**src/design/view_frustum_sphere_cull_unit_defines.svh**
```systemverilog
// Assertion macros for the frustum cull unit
`ifndef VIEW_FRUSTUM_SPHERE_CULL_UNIT_DEFINES_SVH
`define VIEW_FRUSTUM_SPHERE_CULL_UNIT_DEFINES_SVH
`ifndef SYNTH
`define VFSC_ASSERT_IMP(label, clk, rst_n, ante, cons) \
    label: assert property (@(posedge clk) disable iff (!rst_n) (ante) |-> (cons)) \
        else $error("assertion failed");
`define VFSC_ASSERT_NXT(label, clk, rst_n, ante, cons) \
    label: assert property (@(posedge clk) disable iff (!rst_n) (ante) |=> (cons)) \
        else $error("assertion failed");
`else
`define VFSC_ASSERT_IMP(label, clk, rst_n, ante, cons)
`define VFSC_ASSERT_NXT(label, clk, rst_n, ante, cons)
`endif
`endif

```
**src/design/vfsc_pkg.sv**
```systemverilog
package vfsc_pkg;
    localparam logic [1:0] REQ_LOAD    = 2'd0;
    localparam logic [1:0] REQ_REBUILD = 2'd1;
    localparam logic [1:0] REQ_TEST    = 2'd2;

    typedef enum logic [3:0] {
        ST_IDLE,
        ST_PROD_RD,
        ST_PROD_MAC,
        ST_PROD_WB,
        ST_PL_RD,
        ST_PL_COMB,
        ST_PL_SQ,
        ST_PL_SQRT,
        ST_PL_DIV,
        ST_PL_WB,
        ST_TS_RD,
        ST_TS_MAC,
        ST_TS_CMP,
        ST_OUT
    } t_state;

    // Divider / square-root request and reply
    typedef struct packed {
        logic        start;
        logic        is_sqrt;
        logic [63:0] num;
        logic [63:0] den;
    } t_iter_req;

    typedef struct packed {
        logic        busy;
        logic        done;
        logic [63:0] result;
    } t_iter_rsp;

    function automatic logic signed [31:0] sat32(input logic signed [67:0] v);
        logic signed [31:0] r;
        if (v > 68'sh0_7FFF_FFFF) r = 32'sh7FFF_FFFF;
        else if (v < -68'sh0_8000_0000) r = -32'sh8000_0000;
        else r = v[31:0];
        return r;
    endfunction
endpackage

```
**src/design/vfsc_iter_unit.sv**
```systemverilog
// Shared bit-serial unit: restoring divide or integer square root, one bit a cycle
module vfsc_iter_unit
    import vfsc_pkg::*;
(
    input  logic      i_clk,
    input  logic      i_rst_n,
    input  t_iter_req i_req,
    output t_iter_rsp o_rsp
);
    logic        r_busy, n_busy;
    logic        r_done, n_done;
    logic        r_sqrt;
    logic [6:0]  r_cnt, n_cnt;
    logic [63:0] r_num, n_num;
    logic [63:0] r_den;
    logic [64:0] r_rem, n_rem;
    logic [63:0] r_res, n_res;

    logic [64:0] w_trial;
    logic [64:0] w_shrem;

    // Step one bit: divide shifts one numerator bit in, root two
    always_comb begin
        n_busy = r_busy;
        n_done = 1'b0;
        n_cnt  = r_cnt;
        n_num  = r_num;
        n_rem  = r_rem;
        n_res  = r_res;
        w_shrem = '0;
        w_trial = '0;
        if (r_busy) begin
            if (r_sqrt) begin
                w_shrem = {r_rem[62:0], r_num[63:62]};
                w_trial = {r_res[62:0], 2'b01};
                n_num   = {r_num[61:0], 2'b00};
            end else begin
                w_shrem = {r_rem[63:0], r_num[63]};
                w_trial = {1'b0, r_den};
                n_num   = {r_num[62:0], 1'b0};
            end
            if (w_shrem >= w_trial) begin
                n_rem = w_shrem - w_trial;
                n_res = {r_res[62:0], 1'b1};
            end else begin
                n_rem = w_shrem;
                n_res = {r_res[62:0], 1'b0};
            end
            n_cnt = r_cnt - 7'd1;
            if (r_cnt == 7'd1) begin
                n_busy = 1'b0;
                n_done = 1'b1;
            end
        end
    end

    // Hold control under reset, load operands on start
    always_ff @(posedge i_clk) begin
        if (!i_rst_n) begin
            r_busy <= 1'b0;
            r_done <= 1'b0;
            r_cnt  <= '0;
        end else if (i_req.start && !r_busy) begin
            r_busy <= 1'b1;
            r_done <= 1'b0;
            r_cnt  <= i_req.is_sqrt ? 7'd32 : 7'd64;
        end else begin
            r_busy <= n_busy;
            r_done <= n_done;
            r_cnt  <= n_cnt;
        end
    end

    always_ff @(posedge i_clk) begin
        if (i_req.start && !r_busy) begin
            r_sqrt <= i_req.is_sqrt;
            r_num  <= i_req.num;
            r_den  <= i_req.den;
            r_rem  <= '0;
            r_res  <= '0;
        end else begin
            r_num <= n_num;
            r_rem <= n_rem;
            r_res <= n_res;
        end
    end

    assign o_rsp.busy   = r_busy;
    assign o_rsp.done   = r_done;
    assign o_rsp.result = r_res;
endmodule

```
**config.mk**
```make
export PLATFORM = sky130hd
export DESIGN_NAME = vfsc_iter_unit
export DESIGN_NICKNAME = d
export VERILOG_FILES = /design/src/design/view_frustum_sphere_cull_unit_defines.svh /design/src/design/vfsc_pkg.sv /design/src/design/vfsc_iter_unit.sv
export SDC_FILE = /design/constraint.sdc
export NUM_CORES = 1
export LEC_CHECK = 0
export ABC_CLOCK_PERIOD_IN_PS = 13470
export BUFFER_PORTS_ARGS = -buffer_cell sky130_fd_sc_hd__buf_2
export CORE_UTILIZATION = 55
export DETAILED_ROUTE_END_ITERATION = 7
export PLACE_DENSITY_LB_ADDON = 0.15
export SLEW_MARGIN = 0
export SYNTH_ARGS = -nofsm -noshare
export SYNTH_HDL_FRONTEND = slang
export SYNTH_SLANG_ARGS = --single-unit
```
**constraint.sdc**
```tcl
create_clock -name i_clk -period 13.47 [get_ports i_clk]
set_input_delay 1.347 -clock i_clk [delete_from_list [all_inputs] [get_ports i_clk]]
set_output_delay 1.347 -clock i_clk [all_outputs]
set_load 0.03 [all_outputs]
```
Word level (Yosys, flattened, before mapping) --
Index checks and enable logic that the tools add are counted.
Word-level totals: flip-flop bits (word level) 266, input bits 132
Cells by class: magnitude comparators 1, equality and inequality tests 1, $add $sub $neg 2, reduce and logical (&&, ||, !) cells 4, bitwise gates (word level) 2, mux-type cells 16
Operators by type and width (number):
- 65-bit two-way mux | 4
- 64-bit two-way mux | 4
- 65-bit greater-or-equal comparator | 1
- 64-bit subtractor | 1
- 7-bit two-way mux | 3
- 7-bit by 1-bit equality test with 1-bit output, second input constant | 1
- 7-bit by 1-bit subtractor with 7-bit output, second input constant | 1
- 1-bit two-way mux | 5
- 3-bit OR reduction | 1
- 1-bit NOT | 2
- 2-bit nonzero test | 1
- 1-bit logical AND | 1
- 1-bit logical NOT | 1

Logic depth before layout (Yosys ltp) --
depth after elaboration 4, mapped depth 20, depth with buffers taken out 14

Worst setup path after synthesis --
OpenSTA, ideal clock, no wires.
kind reg-to-reg, start point register r_sqrt, end point register r_rem[58], path buffers 6, path slack 8.678 ns, setup time 0.127 ns, clock period less this slack 4.792 ns, arrival time 4.665 ns, cell stages (with the launch flop) 19, cells stage by stage edfxtp_1 clkbuf_1 clkbuf_1 clkbuf_1 clkbuf_1 clkbuf_1 mux2i_1 ha_1 buf_4 a211oi_2 o211ai_1 a221oi_2 a21boi_1 o31ai_1 a31oi_1 a311o_1 o21a_1 o22ai_1 a22oi_1
On the way: cells in the longest elaborated chain, start to end 4, elaborated cells between the ends (all ways) 7, those cells by class add/sub (1); order compare (1); mux (5)
Ends and longest elaborated chain:
- start, declared | RTL line vfsc_iter_unit.sv:12 | logic r_sqrt;
- start signal, assigned | RTL line vfsc_iter_unit.sv:76 | r_sqrt <= i_req.is_sqrt;
- 65-bit two-way mux | RTL line vfsc_iter_unit.sv:33 | if (r_sqrt) begin
- 65-bit two-way mux | RTL line vfsc_iter_unit.sv:32 | if (r_busy) begin
- 64-bit subtractor / 65-bit greater-or-equal comparator (equally long branches) | RTL line vfsc_iter_unit.sv:43, vfsc_iter_unit.sv:42
- 64-bit two-way mux * | RTL line vfsc_iter_unit.sv:42 | if (w_shrem >= w_trial) begin
- end signal, assigned | RTL line vfsc_iter_unit.sv:83 | r_rem <= n_rem;
- end, declared | RTL line vfsc_iter_unit.sv:16 | logic [64:0] r_rem, n_rem;
Mark *: on every way between the ends. The rest lies on a longest branch, timed or not. The select of a mux whose other input is x is not followed. A chain may end at the register's enable or synchronous reset.

Final worst setup path --
start point register r_sqrt, end point register r_rem[53]
Same word-level chain as after synthesis.

==> impl_metrics.env <==
export IMPL_status="finished, final reports clean"
export IMPL_worstSetupPathType="reg -> reg"
export IMPL_clock_sinks=266
export IMPL_setup_tns_ns=0
export IMPL_crit_arrival_ns=6.20
export IMPL_use_met1_pct=35.40
export IMPL_post_route_drc_count=0
export IMPL_required_ns=13.94
export IMPL_crit_chain="buf_4, mux2_2, ha_1, inv_1, nor3_1, nand4_1, nor4_1, nand3_1, o211ai_1, a31o_2, nand2_1, o221ai_1"
export IMPL_ir_drop_mv=0.1060
export IMPL_synth_cell_types=73
export IMPL_grt_pass1_wl_um=63340
export IMPL_yosysWarnings=0
export IMPL_layout_nets=2065
export IMPL_die_w_um=172.0
export IMPL_drt_wirelength_per_cell_um=17.56
export IMPL_final_common_cell="nand2_1"
export IMPL_post_route_util_pct=63.85
export IMPL_end_kind="flop"
export IMPL_min_path_type="reg -> reg"
export IMPL_place_congestion=0.9119
export IMPL_portBuffers=197
export IMPL_relSlewSlack_pct=28.11
export IMPL_dr_pass1_iters=5
export IMPL_syn_area_um2=15900
export IMPL_rr_startpoint="r_sqrt$_DFFE_PP_"
export IMPL_layout_drive_gt1_share_pct=17.91
export IMPL_grt_overflow_total=0
export IMPL_leakagePower_nw=7.415
export IMPL_pin_count=198
export IMPL_clk_pin_slew_ns=0.06
export IMPL_async_flop_share_pct=0
export IMPL_die_area_um2=29600
export IMPL_start_util_pct=56.62
export IMPL_synth_seq_cells=266
export IMPL_synth_top_cell_area_share_pct=24.36
export IMPL_clockBufferDepth=3
export IMPL_core_area_um2=28090
export IMPL_htree_levels=1
export IMPL_slowest_stage="a31o_2"
export IMPL_layout_common_cells="nand2_1 (318), buf_2 (197), o21ai_0 (187)"
export IMPL_synth_area_top_cells="edfxtp_1 (24%), dfxtp_1 (17%), mux2i_1 (8.3%)"
export IMPL_ys_seq_area_share_pct=41.61
export IMPL_met2_usage_pct=43.74
export IMPL_report_final_setup_viol=0
export IMPL_critPathLaunch="r_sqrt$_DFFE_PP_"
export IMPL_fmax_mhz=174.5
export IMPL_synthCells=1753
export IMPL_min_period_ns=5.732
export IMPL_min_period_over_period_pct=42.55
export IMPL_cts_setup_buffers=0
export IMPL_slew_viol_final=0
export IMPL_p_per_area_nw_per_um2=175.4
export IMPL_worst_slew_pin_slew_ns=1.078
export IMPL_via_per_inst=5.926
export IMPL_fin_worst_skew_ns=0.009851
export IMPL_hold_start="r_res[63]$_SDFFE_PP0P_"
export IMPL_die_h_um=172.0
export IMPL_critPathMaxFanout=59
export IMPL_slowest_delay_ns=0.85
export IMPL_cts_buffers=29
export IMPL_dr_first_iter_drc_count=992
export IMPL_holdBufCountCts=0
export IMPL_vias=13450
export IMPL_clk_latency_ns=0.56
export IMPL_row_count=61
export IMPL_final_hold_viol_count=0
export IMPL_hpwl_um=26940
export IMPL_max_cap_violations=0
export IMPL_syn_nets=1953
export IMPL_synth_ff_type="dfxtp_1"
export IMPL_synth_top_area_cell="edfxtp_1"
export IMPL_synth_avg_cell_area_um2=9.071
export IMPL_grt_busiest_layer="met2"
export IMPL_grt_use_total_pct=26.47
export IMPL_cts_tree="yes"
export IMPL_grt_pass1_vias=12440
export IMPL_cts_root_buf="clkbuf_16"
export IMPL_grt_max_degree=192
export IMPL_synth_edff_count=129
export IMPL_drt_total_wl_um=39840
export IMPL_rsz0062_at_grt="no"
export IMPL_antenna_left=0
export IMPL_antenna_found_initial=5
export IMPL_area_delta_synth_final_pct=12.77
export IMPL_ctsResizeCount=0
export IMPL_startpoint_type="flop"
export IMPL_use_met3_pct=4.395
==> kinds of logic after synthesis <==
family / share of synthesized area [%]
compound gates: 17.22
xor+xnor: 3.029
fa+ha+maj: 5.398
buf+inv: 3.863
flops: 41.61
mux: 12.84
simple gates: 16.04
==> cell usage after synthesis, types with 3 or more instances <==
library cell	number
a21oi_1	91
o311ai_0	20
a21o_1	22
nor2b_1	12
and3_1	8
buf_1	8
mux2_2	64
inv_1	24
o211ai_1	8
o31a_1	3
nand2b_1	6
buf_2	18
o221ai_1	4
a211oi_1	8
nand3b_1	3
o31ai_1	10
nor3_1	23
o21ai_0	187
or3_1	5
a31oi_1	10
nand3_1	98
xnor2_1	37
dfxtp_1	137
xor2_1	18
and2_1	4
edfxtp_1	129
or4_1	3
clkbuf_1	92
mux2i_1	132
ha_1	67
a31o_2	5
nand2_1	318
or2_2	4
nand4_1	29
o21bai_1	11
a32oi_1	16
buf_4	6
nor2_1	55
a22oi_1	3
o21a_1	11
==> critical path, delay by kind of cell, from the launching register on <==
kind,cells,cell delay (ns)
adder cells (fa/ha/maj),1,0.50
multiplexers,1,0.45
flip-flops,1,0.54
AND/OR/NAND/NOR,5,1.76
AO/OA/AOI/OAI,3,1.44
buffers and inverters,2,0.91
==> stage by stage <==
step	power (W)	hold slack [ns]	cell area, um^2	setup slack, ns	instances
2_1_floorplan	0.002037	0.4284	15900	8.678	1753
3_3_place_gp	0.002306	0.4565	16960	7.792	2212
3_5_place_dp	0.002323	0.4556	16960	7.810	2212
4_1_cts	0.003144	0.4699	17920	7.772	2265
5_1_grt	0.003338	0.4891	17920	7.444	2265
6_report	0.003145	0.4683	17930	7.738	2269
==> power by group <==
part | total [W] | leakage [nW] | internal (W) | switching, W
combinational | 0.00131 | 4.55 | 0.000505 | 0.000801
sequential | 0.00103 | 2.39 | 0.000959 | 0.0000682
clock | 0.000813 | 0.472 | 0.000486 | 0.000326
total | 0.00315 | 7.42 | 0.00195 | 0.00120
==> metal layers <==
layer  wire [um]  vias up
met5          18        -
met4        1003        4
met3        2267       74
met2       18740      408
met1       17810     6313
li1            -     6646
==> final cells by class <==
cell class	count	area, um^2
clock buffers	44	842.1
well taps	378	473.0
repair buffers	207	1074
diodes	4	10.01
inverters	25	93.84
multi-input cells	1336	8695
flip-flops and latches	266	6620
fillers	2456	10150
clock inverters	9	125.1
==> sequential cells by signal, summed over array words and instances (netlist names) <==
signal  count
r_cnt       7
r_rem      64
r_sqrt      1
r_num      64
r_done      1
r_busy      1
r_res      64
r_den      64
==> worst paths after layout <==
path / depth (start not counted) / slack (ns) / end
hold / removal: 2 / 0.47 / r_res[63]$_SDFFE_PP0P_
setup reg to reg: 12 / 7.74 / r_rem[53]$_SDFFE_PP0P_
setup / recovery: 12 / 7.74 / r_rem[53]$_SDFFE_PP0P_
hold reg to reg: 2 / 0.47 / r_res[63]$_SDFFE_PP0P_
(Power assumes the default switching activity.)
